`src/assert_macros.svh`:
```
// ----------------------------------------------------------------------------
// assert_macros.svh
// Assertion wrappers used by the RTL; they drop out under SYNTHESIS.
// ----------------------------------------------------------------------------
`ifndef ASSERT_MACROS_SVH
`define ASSERT_MACROS_SVH

`ifndef SYNTHESIS
// Clocked property, disabled while reset is asserted (reset is active low).
`define ASSERT_CLK(lbl, clk, rst_n, prop, msg) \
  lbl: assert property (@(posedge clk) disable iff (!rst_n) prop) else $error(msg);
// Clocked property checked at every edge, including during reset.
`define ASSERT_ALWAYS(lbl, clk, prop, msg) \
  lbl: assert property (@(posedge clk) prop) else $error(msg);
`else
`define ASSERT_CLK(lbl, clk, rst_n, prop, msg)
`define ASSERT_ALWAYS(lbl, clk, prop, msg)
`endif

`endif

```
`src/kdmh_pkg.sv`:
```
// ----------------------------------------------------------------------------
// kdmh_pkg
// Types and constants of the multi-key debouncer with hold levels.
// ----------------------------------------------------------------------------
package kdmh_pkg;

  localparam int NUM_KEYS    = 3;
  localparam int COUNT_WIDTH = 16;
  localparam int CONTACTS    = 4;
  localparam int TICK_W      = 16;
  localparam int KEY_IDX_W   = 2;
  localparam int CFG_IDX_W   = 3;
  localparam int CMP_W       = (COUNT_WIDTH > TICK_W) ? COUNT_WIDTH : TICK_W;

  typedef enum logic [2:0] {
    EV_NONE    = 3'd0,
    EV_PRESS   = 3'd1,
    EV_HOLD1   = 3'd2,
    EV_HOLD2   = 3'd3,
    EV_HOLD3   = 3'd4,
    EV_RELEASE = 3'd5
  } event_e;

  typedef enum logic [CFG_IDX_W-1:0] {
    CFG_DEBOUNCE    = 3'd0,
    CFG_HOLD1       = 3'd1,
    CFG_HOLD2       = 3'd2,
    CFG_HOLD3       = 3'd3,
    CFG_HOLD_LEVELS = 3'd4
  } cfg_reg_e;

  typedef struct packed {
    logic [KEY_IDX_W-1:0] key_index;
    logic [3:0]           key_contacts;
    logic                 error_active;
    logic                 power_on;
  } kdmh_in_t;

  typedef struct packed {
    logic [2:0] event_code;
    logic       key_enabled;
    logic       key_confirmed;
  } kdmh_out_t;

  typedef struct packed {
    logic [TICK_W-1:0] debounce_ticks;
    logic [TICK_W-1:0] hold1_ticks;
    logic [TICK_W-1:0] hold2_ticks;
    logic [TICK_W-1:0] hold3_ticks;
    logic [1:0]        hold_levels;
  } kdmh_cfg_t;

  typedef struct packed {
    logic                        enabled;
    logic                        err_latch;
    logic                        touch;
    logic                        confirmed;
    logic [2:0]                  hold_flags;
    logic [COUNT_WIDTH-1:0]      deb_cnt;
    logic [2:0][COUNT_WIDTH-1:0] hold_cnt;
  } key_state_t;

endpackage

```
`src/kdmh_cfg.sv`:
```
// ----------------------------------------------------------------------------
// kdmh_cfg
// Configuration register file: tick thresholds and number of hold levels.
// ----------------------------------------------------------------------------
module kdmh_cfg
  import kdmh_pkg::*;
(
  input  logic                 clk_i,
  input  logic                 rst_ni,
  input  logic                 wr_en_i,
  input  logic [CFG_IDX_W-1:0] wr_index_i,
  input  logic [TICK_W-1:0]    wr_data_i,
  output kdmh_cfg_t            cfg_o
);

  kdmh_cfg_t cfg_q, cfg_d;

  always_comb begin
    cfg_d = cfg_q;
    if (wr_en_i) begin
      unique case (cfg_reg_e'(wr_index_i))
        CFG_DEBOUNCE:    cfg_d.debounce_ticks = wr_data_i;
        CFG_HOLD1:       cfg_d.hold1_ticks    = wr_data_i;
        CFG_HOLD2:       cfg_d.hold2_ticks    = wr_data_i;
        CFG_HOLD3:       cfg_d.hold3_ticks    = wr_data_i;
        CFG_HOLD_LEVELS: cfg_d.hold_levels    = wr_data_i[1:0];
        default:         cfg_d = cfg_q;
      endcase
    end
  end

  always_ff @(posedge clk_i or negedge rst_ni) begin
    if (!rst_ni) begin
      cfg_q.debounce_ticks <= TICK_W'(5);
      cfg_q.hold1_ticks    <= TICK_W'(100);
      cfg_q.hold2_ticks    <= TICK_W'(300);
      cfg_q.hold3_ticks    <= TICK_W'(500);
      cfg_q.hold_levels    <= 2'd3;
    end else begin
      cfg_q <= cfg_d;
    end
  end

  assign cfg_o = cfg_q;

endmodule

```
`src/kdmh_step.sv`:
```
// ----------------------------------------------------------------------------
// kdmh_step
// Next-state and event logic for one tick of one key.
// ----------------------------------------------------------------------------
module kdmh_step
  import kdmh_pkg::*;
(
  input  kdmh_cfg_t  cfg_i,
  input  key_state_t key_i,
  input  kdmh_in_t   tick_i,
  output key_state_t key_o,
  output event_e     event_o
);

  function automatic logic [COUNT_WIDTH-1:0] bump(input logic [COUNT_WIDTH-1:0] c);
    return (c == {COUNT_WIDTH{1'b1}}) ? c : c + COUNT_WIDTH'(1);
  endfunction

  function automatic logic reached(input logic [COUNT_WIDTH-1:0] c,
                                   input logic [TICK_W-1:0]      thr);
    return CMP_W'(c) >= CMP_W'(thr);
  endfunction

  logic [COUNT_WIDTH-1:0] deb_inc;
  logic [COUNT_WIDTH-1:0] h0_inc, h1_inc, h2_inc;
  logic                   lvl2_on, lvl3_on;

  assign deb_inc = bump(key_i.deb_cnt);
  assign h0_inc  = bump(key_i.hold_cnt[0]);
  assign h1_inc  = bump(key_i.hold_cnt[1]);
  assign h2_inc  = bump(key_i.hold_cnt[2]);
  // A level setting of zero behaves as one level.
  assign lvl2_on = cfg_i.hold_levels >= 2'd2;
  assign lvl3_on = cfg_i.hold_levels == 2'd3;

  always_comb begin
    key_o   = key_i;
    event_o = EV_NONE;
    if (!key_i.enabled) begin
      if (tick_i.power_on) begin
        key_o.enabled = 1'b1;
      end
    end else begin
      if (!tick_i.error_active) begin
        key_o.err_latch = 1'b0;
        key_o.touch     = |tick_i.key_contacts[CONTACTS-1:0];
      end else if (!key_i.err_latch) begin
        // First errored tick forces a confirmed state so a release follows.
        key_o.err_latch = 1'b1;
        key_o.touch     = 1'b0;
        key_o.confirmed = 1'b1;
      end

      if (key_o.touch) begin
        if (!key_o.confirmed) begin
          key_o.deb_cnt = deb_inc;
          if (reached(deb_inc, cfg_i.debounce_ticks)) begin
            key_o.deb_cnt   = '0;
            key_o.confirmed = 1'b1;
            event_o         = EV_PRESS;
          end
        end else if (!key_i.hold_flags[0]) begin
          key_o.hold_cnt[0] = h0_inc;
          if (reached(h0_inc, cfg_i.hold1_ticks)) begin
            key_o.hold_cnt[0]    = '0;
            key_o.hold_flags[0]  = 1'b1;
            event_o              = EV_HOLD1;
          end
        end else if (lvl2_on) begin
          if (!key_i.hold_flags[1]) begin
            key_o.hold_cnt[1] = h1_inc;
            if (reached(h1_inc, cfg_i.hold2_ticks)) begin
              key_o.hold_cnt[1]   = '0;
              key_o.hold_flags[1] = 1'b1;
              event_o             = EV_HOLD2;
            end
          end else if (lvl3_on && !key_i.hold_flags[2]) begin
            key_o.hold_cnt[2] = h2_inc;
            if (reached(h2_inc, cfg_i.hold3_ticks)) begin
              key_o.hold_cnt[2]   = '0;
              key_o.hold_flags[2] = 1'b1;
              event_o             = EV_HOLD3;
            end
          end
        end
      end else if (key_o.confirmed) begin
        key_o.deb_cnt = deb_inc;
        if (reached(deb_inc, cfg_i.debounce_ticks)) begin
          key_o.deb_cnt    = '0;
          key_o.confirmed  = 1'b0;
          key_o.hold_flags = '0;
          key_o.hold_cnt   = '0;
          event_o          = EV_RELEASE;
        end
      end
    end
  end

endmodule

```
`src/key_debounce_multi_hold.sv`:
```
// ----------------------------------------------------------------------------
// key_debounce_multi_hold
// Per-key push-button debouncer with press, three hold levels and release.
// ----------------------------------------------------------------------------
// Usage:
//   Each input word is one tick for the key named by key_index. It carries
//   the raw contact bits, the system error flag and the power-on flag.
//   Every input word yields exactly one output word with the event code
//   (none, press, hold1..3, release) and the key's enabled and debounced
//   state after that tick. An out-of-range key index gives an all-zero word.
//   A word passes from the input register, through the per-key state
//   update, into the output register. One word is taken per cycle while
//   the receiver keeps up, also for runs of ticks on one key, since each
//   key's state is read, updated and written back as the word leaves the
//   input register. When the receiver stalls, the output register holds its
//   word and the input register takes one more word before in_ready_o drops.
//   Configuration writes are always ready and take effect on the next cycle;
//   the user must make them while no word is in flight, as the block does
//   not enforce this. Reset clears all key state and both stages and loads
//   the default thresholds (debounce 5, hold 100/300/500, three levels).
// ----------------------------------------------------------------------------
`include "assert_macros.svh"

module key_debounce_multi_hold
  import kdmh_pkg::*;
(
  input  logic                 clk_i,
  input  logic                 rst_ni,
  input  logic                 in_valid_i,
  output logic                 in_ready_o,
  input  kdmh_in_t             in_data_i,
  output logic                 out_valid_o,
  input  logic                 out_ready_i,
  output kdmh_out_t            out_data_o,
  input  logic                 cfg_valid_i,
  output logic                 cfg_ready_o,
  input  logic [CFG_IDX_W-1:0] cfg_index_i,
  input  logic [TICK_W-1:0]    cfg_data_i
);

  kdmh_cfg_t  cfg;
  key_state_t key_q [NUM_KEYS];
  key_state_t cur_key, nxt_key;
  event_e     step_event;

  logic       s1_valid_q;
  kdmh_in_t   s1_data_q;
  logic       out_valid_q;
  kdmh_out_t  out_data_q, out_data_d;
  logic       s1_fire, in_fire, key_in_range;

  assign cfg_ready_o = 1'b1;

  kdmh_cfg u_cfg (
    .clk_i      (clk_i),
    .rst_ni     (rst_ni),
    .wr_en_i    (cfg_valid_i),
    .wr_index_i (cfg_index_i),
    .wr_data_i  (cfg_data_i),
    .cfg_o      (cfg)
  );

  assign s1_fire    = s1_valid_q && (!out_valid_q || out_ready_i);
  assign in_ready_o = !s1_valid_q || s1_fire;
  assign in_fire    = in_valid_i && in_ready_o;

  assign key_in_range = 32'(s1_data_q.key_index) < NUM_KEYS;

  always_comb begin
    cur_key = '0;
    for (int k = 0; k < NUM_KEYS; k++) begin
      if (32'(s1_data_q.key_index) == k) begin
        cur_key = key_q[k];
      end
    end
  end

  kdmh_step u_step (
    .cfg_i   (cfg),
    .key_i   (cur_key),
    .tick_i  (s1_data_q),
    .key_o   (nxt_key),
    .event_o (step_event)
  );

  always_comb begin
    out_data_d = '0;
    if (key_in_range) begin
      out_data_d.event_code    = step_event;
      out_data_d.key_enabled   = nxt_key.enabled;
      out_data_d.key_confirmed = nxt_key.confirmed;
    end
  end

  always_ff @(posedge clk_i or negedge rst_ni) begin
    if (!rst_ni) begin
      s1_valid_q  <= 1'b0;
      out_valid_q <= 1'b0;
    end else begin
      if (in_fire) begin
        s1_valid_q <= 1'b1;
      end else if (s1_fire) begin
        s1_valid_q <= 1'b0;
      end
      if (s1_fire) begin
        out_valid_q <= 1'b1;
      end else if (out_ready_i) begin
        out_valid_q <= 1'b0;
      end
    end
  end

  always_ff @(posedge clk_i) begin
    if (in_fire) begin
      s1_data_q <= in_data_i;
    end
    if (s1_fire) begin
      out_data_q <= out_data_d;
    end
  end

  always_ff @(posedge clk_i or negedge rst_ni) begin
    if (!rst_ni) begin
      for (int k = 0; k < NUM_KEYS; k++) begin
        key_q[k] <= '0;
      end
    end else if (s1_fire) begin
      for (int k = 0; k < NUM_KEYS; k++) begin
        if (32'(s1_data_q.key_index) == k) begin
          key_q[k] <= nxt_key;
        end
      end
    end
  end

  assign out_valid_o = out_valid_q;
  assign out_data_o  = out_data_q;

  // A word leaving the input register always lands in the output register.
  `ASSERT_CLK(a_fire_fills_out, clk_i, rst_ni, s1_fire |=> out_valid_q, "s1 word lost")
  // Events are only reported for keys that are already enabled.
  `ASSERT_CLK(a_event_enabled, clk_i, rst_ni,
    out_valid_q && (out_data_q.event_code != EV_NONE) |-> out_data_q.key_enabled,
    "event on a disabled key")

  for (genvar g = 0; g < NUM_KEYS; g++) begin : g_key_chk
    // Hold levels only exist while the key is confirmed pressed.
    `ASSERT_ALWAYS(a_hold_needs_conf, clk_i,
      (key_q[g].hold_flags != 3'b000) |-> key_q[g].confirmed,
      "hold flag set without confirmed press")
    // A disabled key never carries a confirmed state.
    `ASSERT_ALWAYS(a_conf_needs_en, clk_i,
      key_q[g].confirmed |-> key_q[g].enabled, "confirmed key not enabled")
  end

endmodule

```
`config.mk`:
```
export PLATFORM = sky130hd
export DESIGN_NAME = key_debounce_multi_hold
export DESIGN_NICKNAME = d
export VERILOG_FILES = /design/src/kdmh_pkg.sv /design/src/kdmh_cfg.sv /design/src/kdmh_step.sv /design/src/key_debounce_multi_hold.sv
export VERILOG_INCLUDE_DIRS = /design/src /design/src/src
export SDC_FILE = /design/constraint.sdc
export NUM_CORES = 1
export LEC_CHECK = 0
export ABC_AREA = 1
export BUFFER_PORTS_ARGS = -buffer_cell sky130_fd_sc_hd__buf_2
export CORE_ASPECT_RATIO = 1.25
export CORE_MARGIN = 2
export CORE_UTILIZATION = 50
export CTS_CLUSTER_SIZE = 30
export DETAILED_ROUTE_END_ITERATION = 7
export GPL_TIMING_DRIVEN = 0
export PLACE_DENSITY = 0.66
export SETUP_SLACK_MARGIN = 0.4
export SYNTH_ARGS = -nofsm -noshare
export SYNTH_HDL_FRONTEND = slang
export SYNTH_HIERARCHICAL = 1
export SYNTH_SLANG_ARGS = --single-unit
```
`constraint.sdc`:
```
create_clock -name clk_i -period 6.9 [get_ports clk_i]
set_input_delay 1.035 -clock clk_i [delete_from_list [all_inputs] [get_ports clk_i]]
set_output_delay 1.035 -clock clk_i [all_outputs]
set_load 0.02 [all_outputs]
```
# Word level (Yosys, flattened, before mapping)
# Index checks and enable logic that the tools add are counted.
[totals] ff_bits=294 input_bits=32
[op_classes] n_reduce_logical=22 mux=58 eq_ne=11 order_cmp=6 add_sub_neg=4
[op_table] operator="71-bit two-way mux" n=3
[op_table] operator="16-bit two-way mux" n=13
[op_table] operator="68-bit two-way mux" n=3
[op_table] operator="70-bit two-way mux" n=1
[op_table] operator="16-bit by 1-bit adder with 16-bit output, second input constant" n=4
[op_table] operator="16-bit == test, second input constant" n=4
[op_table] operator="16-bit greater-or-equal comparator" n=4
[op_table] operator="32-bit two-way mux" n=2
[op_table] operator="48-bit two-way mux" n=1
[op_table] operator="3-bit two-way mux" n=10
[op_table] operator="1-bit two-way mux" n=18
[op_table] operator="2-bit AND reduction" n=9
[op_table] operator="2-bit two-way mux" n=7
[op_table] operator="3-bit by 2-bit == test with 1-bit output, second input constant" n=2
[op_table] operator="2-bit == test, second input constant" n=2
[op_table] operator="2-bit nonzero test" n=2
[op_table] operator="4-bit OR reduction" n=1
[op_table] operator="3-bit by 1-bit == test with 1-bit output, second input constant" n=1
[op_table] operator="3-bit == test, second input constant" n=1
[op_table] operator="1-bit logical AND" n=3
[op_table] operator="1-bit logical NOT" n=3
[op_table] operator="3-bit logical NOT" n=1
[op_table] operator="2-bit by 1-bit == test with 1-bit output, second input constant" n=1
[op_table] operator="2-bit greater-or-equal comparator, second input constant" n=1
[op_table] operator="3 further kinds" n=4

# Longest topological paths before layout
# Gate-level depths: netlist of run 1.
[logic_depth] ltp_word=15 depth_mapped=30

# By module
# Netlist of run 1, hierarchy kept.
[by_module_without_submodules] module="key_debounce_multi_hold" seq_area_each_um2=5770.5 n_inst=1 area_each_um2=10470.0 cells_per_inst=1295
[by_module_without_submodules] module="kdmh_step" seq_area_each_um2=0.0 n_inst=1 area_each_um2=5418.9 cells_per_inst=1066
[by_module_without_submodules] module="kdmh_cfg" seq_area_each_um2=1672.9 n_inst=1 area_each_um2=2717.6 cells_per_inst=297

# Worst setup path before layout of run 1
# Ideal clock, no wire load.
[synth_timing] path_kind="register to register" startpoint="reg s1_data_q[7] (netlist name)" endpoint="reg out_data_q (netlist bit out_data_o[4]) (data pin)" setup_slack_ns=2.966 stages_incl_launch_ff=24 n_path_buf=3 synth_period_minus_slack_ns=3.934 arrival_ns=3.679 cell_sequence="edfxtp_1 > nor2_2 > buf_2 > buf_2 > nand2_1 > nand3_1 > ha_1 > nand3_1 > nor3_2 > nand4_1 > nand2_1 > xor2_1 > ha_1 > a21oi_1 > nor2_1 > nor2_1 > nor2_1 > nor2_1 > nand3_2 > o21ai_2 > buf_4 > a21oi_1 > inv_1 > nor2_1"
[synth_lines] element="start: declaration" line_no="key_debounce_multi_hold.sv:47" source="kdmh_in_t s1_data_q;"
[synth_lines] element="start signal: assignment" line_no="key_debounce_multi_hold.sv:115" source="s1_data_q <= in_data_i;"
[synth_lines] element="end signal: assignment" line_no="key_debounce_multi_hold.sv:118" source="out_data_q <= out_data_d;"
[synth_lines] element="end: declaration" line_no="key_debounce_multi_hold.sv:49" source="kdmh_out_t out_data_q, out_data_d;"

==> results.yml, run 1 <==
placement:
  dpl_cell_area_mm2: 0.01947
  port_buffers: 38
  place_ws_ps: 1213
  place_inst: 3184
  dp_hpwl_um: 46550
  place_congestion: 0.9357
detailed_routing:
  drt-vias-per-instance: 5.707
  wl_um: 64170
  drc: 0
  drt_iter0_markers: 1710
  drtAntennaViolNets: 0
  via_count: 18510
  wl_per_cell_um: 19.78
  dr.pass1.iters: 6
outcome:
  status: "completed"
power_and_ir_drop:
  irDropWorstVdd_mv: 0.2117
  clkPwrFrac_pct: 39.0
  power_switching_uw: 1618
  p_sw_share_pct: 32.46
  internal_power_uw: 3367
  seq_power_share_pct: 40.2
  power_density_mw_per_mm2: 241.3
  leakage_uw: 0.01105
  comb_power_share_pct: 20.8
timing:
  rsz0062_at_grt: "false"
  setup_viol: 0
  post-route-min-period_ps: 5891
  hold_ws_ps: 427.9
  fmax_mhz: 169.8
  fin_crit_sh_pct: 85.37
  hold_viol_final: 0
  setup_slack_ps: 1009
  slew_headroom_pct: 40.57
  worstMarginPinSlew_ps: 891.5
  slew_violations: 0
  fin_skew_ps: 12.08
critical_path:
  cp.required_ps: 7430
  crit_arrival_ps: 6420
  startpoint_type: "register"
  cp-end-kind: "register"
  critPathKind: "reg2reg"
  crit_fanout: 10
clock_network:
  cts_made_buffers: 31
  clock_path_buffers: 3
  cts_repair_resize_count: 0
  cts.sinks: 294
  worstSkewPairLatency_ps: 600
  htreeDepth: 1
  clk_pin_slew_ps: 60
  cts_tree: "done"
  ctsHoldBuffers: 0
  cts_root_buffer: "clkbuf_16"
  cts_setup_buffers: 0
yosys:
  netlist_instances: 2658
  synth_edf_count: 13
  syn_area_mm2: 0.01861
  synthTopCellsByArea: "dfrtp_1 (36%), nand2_1 (25%), nand4_1 (8.0%)"
  ys_warn_count: 6
  yosysMostFrequentCell: "nand2_1"
  synth_top_area_share_pct: 35.51
  synthTopCellsByCount: "nand2_1 (1,221), dfrtp_1 (264), nand4_1 (238), nand3_1 (189), inv_1 (166)"
  synth_largest_area_cell: "dfrtp_1"
  ys.flop_type: "dfrtp_1"
  syn_nets: 2758
  async_reset_ff_share_pct: 95.58
  synth.distinct_cells: 46
  ys_ff_latch: 294
  yosysSeqAreaShare_pct: 40.00
  synth_area_per_cell_um2: 7.000
hold_path:
  hp-class: "in2async"
floorplanning:
  num_rows: 79
  die_area_mm2: 0.03878
  die-width_um: 176.5
  dieHeight_um: 219.7
  initial_utilization_pct: 50.33
  core_mm2: 0.03697
  num_io_pins: 40
cells_and_area:
  syn2layout_area_growth_pct: 11.03
  layout-drive-gt1-share_pct: 8.999
  fin_area_mm2: 0.02066
  stdcell_count: 3244
  nNetsFinal: 2831
global_routing:
  grt_pass1_wl_um: 99220
  groute.usage.overall_pct: 33.20
  antenna_found_initial: 2
  grt_pass1_vias: 17630
  grt_max_degree: 115
  grt_overflow: 0
flow_run:
  drv_cap: 0
[cell type report]
class / instances / area (µm²)
well taps: 486 / 608.1
clock buffers: 40 / 879.6
diodes: 2 / 5.005
clock inverters: 18 / 305.3
plain buffers: 154 / 734.5
repair buffers: 40 / 255.2
inverters: 182 / 685.7
flip-flops and latches: 294 / 7443
fillers: 3617 / 16310
multi-input cells: 2028 / 9743
[registers in the layout, indices dropped and copies added (netlist names)]
register	flops
s1_data_q	8
out_data_o	5
u_cfg/cfg_o	66
out_valid_o	1
key_q	213
s1_valid_q	1
[stage by stage]
| stage | power, µW | utilization, % | setup TNS [ps] |
|---|---|---|---|
| floorplan | 2650 | - | 0 |
| global route | 5182 | 55.87 | 0 |
| CTS | 4981 | 55.87 | 0 |
| global placement | 3018 | 52.49 | -137390 |
| detailed placement | 3047 | 52.67 | 0 |
| finish | 4986 | 55.89 | 0 |
[power groups by stage]
stage          combinational (µW)  clock [µW]  sequential (µW)
6_report                     1040        1950             2000
5_1_grt                      1140        2020             2020
2_1_floorplan                 645           0             2010
4_1_cts                      1020        1960             2000
3_5_place_dp                 1020           0             2030
3_3_place_gp                  990           0             2030
[cells in the final DEF, fill, tap and decap left out, types with 3 or more instances in the layout]
cell type and n:
a21o_1 3, clkbuf_8 7, buf_6 5, buf_1 8
clkbuf_16 31, edfxtp_1 13, nor2_8 3, clkbuf_1 76
o21ai_1 14, buf_4 14, inv_1 166, buf_2 90
dfstp_2 17, inv_2 14, o21ai_2 3, dfrtp_1 264
nand3b_1 3, ha_1 68, nor3_1 30, xor2_1 31
a21oi_1 63, clkinv_2 6, bufinv_16 8, nand2_4 3
nor2_2 7, xnor2_1 6, nor2_1 79, nand3_1 189
nor2_4 10, nand2_2 13, nand4_1 238, o21ai_0 24
nand2_1 1221
[cells by family after synthesis]
kind of cell / count (synthesis) / synth area share (%)
other cells: 1 / 0.02015
simple gates: 1806 / 42.56
flops: 294 / 40.00
fa+ha+maj: 68 / 4.573
buf+inv: 336 / 7.632
compound gates: 116 / 3.470
xor+xnor: 37 / 1.742
[per-layer routing]
metal | up-vias | wire length [µm] | global-route usage (%)
li1 | 8800 | - | -
met1 | 8731 | 25100 | 40.18
met2 | 793 | 30530 | 55.59
met3 | 190 | 4810 | 6.453
met4 | 0 | 3730 | 18.26
met5 | - | 0 | 0
[worst max-delay path: stages (launching register included)]
cell	delay (ps)
edfxtp_1	490
nor2_2	600
buf_2	370
buf_2	360
nand2_1	80
nand3_1	220
ha_1	270
nand3_1	170
nor3_2	320
nand4_1	260
inv_1	200
nor3_1	60
a21oi_1	190
ha_1	280
a21oi_1	130
o21ai_0	90
nand2_1	70
nand2_1	50
nand2_1	70
nand3_2	260
o21ai_2	500
buf_4	310
nand2_1	70
nand2_1	150
nand4_1	120
nand2_1	110
[final timing paths]
path	from	endpoint	slack (ps)	cells past startpoint
setup / recovery	s1_data_q[7]	key_q[159]	1010	25
hold / removal	rst_ni	key_q[149]	430	1
setup reg to reg	s1_data_q[7]	key_q[159]	1010	25
hold reg to reg	u_cfg/cfg_o[40]	u_cfg/cfg_o[40]	460	2
max in group asynchronous	rst_ni	key_q[183]	5040	3
min in group clk_i	u_cfg/cfg_o[40]	u_cfg/cfg_o[40]	460	2
Power figures use the tool's default switching activity.
==> run 2: changes to the inputs <==
- SYNTH_HIERARCHICAL: 1 -> default
==> run 2 against run 1 <==
  * Clock power is 4% lower
  * Sequential power grew 29%
  * Utilization hardly changed
  * Synthesized cell count increased by 0.98%
  * Non-clock buffer count down 41
  * Global-route usage up 1.8 points
  * Power up 43%
  * Critical path type unchanged
  * Highest routed layer unchanged
==> results.yml, run 2 <==
floorplanning:
  initial_utilization_pct: 50.48
  core_mm2: 0.03717
  num_rows: 79
  die-width_um: 177.3
  die_area_mm2: 0.03910
  dieHeight_um: 220.6
  num_io_pins: 40
critical_path:
  crit_arrival_ps: 6290
  critPathKind: "reg2reg"
  cp-end-kind: "register"
  crit_fanout: 10
  cp.required_ps: 7380
  startpoint_type: "register"
cells_and_area:
  mostFrequentLayoutCells: "nand2_1 (1,175), dfrtp_1 (264), inv_1 (251), nand3_1 (172), nor2_1 (144)"
  post-route-util_pct: 55.87
  largest_register_ffs: 213
  n_antenna_cell: 0
  fin_area_mm2: 0.02076
  stdcell_count: 3271
  multi_input_area_mm2: 0.009673
  final.fill_count: 3685
  layout-drive-gt1-share_pct: 10.99
  syn2layout_area_growth_pct: 10.67
  seqCellArea_mm2: 0.007443
  nNetsFinal: 2860
  final_common_cell: "nand2_1"
  top_register: "key_q"
global_routing:
  groute.usage.overall_pct: 34.97
  grt_overflow: 0
  grt_pass1_vias: 17440
  grt_max_degree: 106
  grt_pass1_wl_um: 102900
  antenna_found_initial: 1
clock_network:
  cts_tree: "done"
  clock_path_buffers: 3
  cts.sinks: 294
  worstSkewPairLatency_ps: 550
  clk_pin_slew_ps: 60
  cts_root_buffer: "clkbuf_16"
  cts_repair_resize_count: 0
  htreeDepth: 2
  cts_setup_buffers: 0
  cts_made_buffers: 34
  ctsHoldBuffers: 0
detailed_routing:
  drtAntennaViolNets: 0
  drt-vias-per-instance: 5.600
  wl_per_cell_um: 20.48
  drc: 0
  dr.pass1.iters: 5
  drt_iter0_markers: 1978
  wl_um: 66990
  via_count: 18320
outcome:
  status: "completed"
placement:
  place_congestion: 0.9794
  dpl_cell_area_mm2: 0.01963
  place_inst: 3210
  port_buffers: 38
  dp_hpwl_um: 50040
timing:
  fin_skew_ps: 19.59
  fmax_mhz: 172.0
  setup_viol: 0
  slew_headroom_pct: 13.55
  worstMarginPinSlew_ps: 1292
  hold_viol_final: 0
  post-route-min-period_ps: 5812
  slew_violations: 0
  rsz0062_at_grt: "false"
  fin_crit_sh_pct: 84.24
yosys:
  netlist_instances: 2684
  syn_area_mm2: 0.01876
  yosysMostFrequentCell: "nand2_1"
  synth_edf_count: 13
  synthTopCellsByCount: "nand2_1 (1,175), dfrtp_1 (264), inv_1 (251), nand3_1 (172), nor2_1 (144)"
  yosysSeqAreaShare_pct: 39.67
  ys_ff_latch: 294
  syn_nets: 2784
  synthTopCellsByArea: "dfrtp_1 (35%), nand2_1 (24%), inv_1 (5.0%)"
  synth_largest_area_cell: "dfrtp_1"
  ys_warn_count: 0
  synth_top_area_share_pct: 35.21
  async_reset_ff_share_pct: 95.58
  synth.distinct_cells: 52
  synth_area_per_cell_um2: 6.990
  ys.flop_type: "dfrtp_1"
power_and_ir_drop:
  power_density_mw_per_mm2: 343.9
  total_power_uw: 7141
  leakage_uw: 0.01091
  irDropWorstVdd_mv: 0.2353
flow_run:
  drv_cap: 0
hold_path:
  hp-class: "in2async"
[run 2: worst paths after layout]
check / end / depth (start not counted) / slack, ps / from
hold reg to reg: key_q[60] / 2 / 480 / key_q[60]
setup reg to reg: key_q[165] / 25 / 1090 / s1_data_q[6]
max in group asynchronous: key_q[62] / 2 / 5470 / rst_ni
setup / recovery: key_q[165] / 25 / 1090 / s1_data_q[6]
hold / removal: key_q[181] / 1 / 440 / rst_ni
min in group clk_i: key_q[60] / 2 / 480 / key_q[60]
[run 2: layout make-up]
type	instances	area share, %
Buffer	113	2.995
Clock buffer	47	4.628
Clock inverter	14	0.8557
Timing Repair Buffer	40	1.229
Sequential cell	294	35.85
Multi-Input combinational cell	2007	46.59
Inverter	270	4.929
Tap cell	486	2.929
[run 2: kinds of logic (layout without fill, tap and decap cells)]
logic type      after synthesis  after routing  synth area share (%)
compound gates              295            295                 9.396
xor+xnor                     23             23                 1.074
fa+ha+maj                    68             68                 4.535
buf+inv                     383            484                 8.770
flops                       294            294                 39.67
other cells                   1              1               0.01999
simple gates               1620           1620                 36.53
[run 2: through the flow]
step / TNS, ps / worst slack [ps] / hold WS (ps)
floorplan: 0 / 2942 / 441.5
global placement: -129960 / -543.6 / 456.4
detailed placement: 0 / 1200 / 460.9
CTS: 0 / 1163 / 464.8
global route: 0 / 743.7 / 491.8
finish: 0 / 1088 / 441.5
[run 2: power by group]
part	internal [µW]	switching [µW]	leakage, µW
Combinational	825	1860	0.00661
Clock	1100	778	0.000558
Sequential	2300	289	0.00375
Total	4220	2920	0.0109
[run 2: metal layers]
metal,global-route usage [%],up-vias,part of all wire (%),wire length [µm]
li1,-,8606,-,-
met1,46.81,8630,41,27550
met2,54.79,892,45,29830
met3,5.481,190,8.7,5852
met4,18.42,0,5.6,3760
met5,0,-,0,0
[run 2: critical path: stages (launching register included)]
cell	delay [ps]
edfxtp_1	340
buf_6	200
buf_1	890
nand2_1	120
o221ai_1	220
inv_1	170
ha_1	270
nand2_1	80
inv_1	40
nand2_1	160
nor2_2	80
nand2_2	150
buf_6	170
nand2_1	120
ha_1	310
a21oi_1	150
o21ai_0	100
a21oi_1	160
nand3_1	360
nand2_1	210
buf_2	300
clkbuf_1	580
nand3_1	190
nand3_2	190
nand2_1	70
nand2_1	70
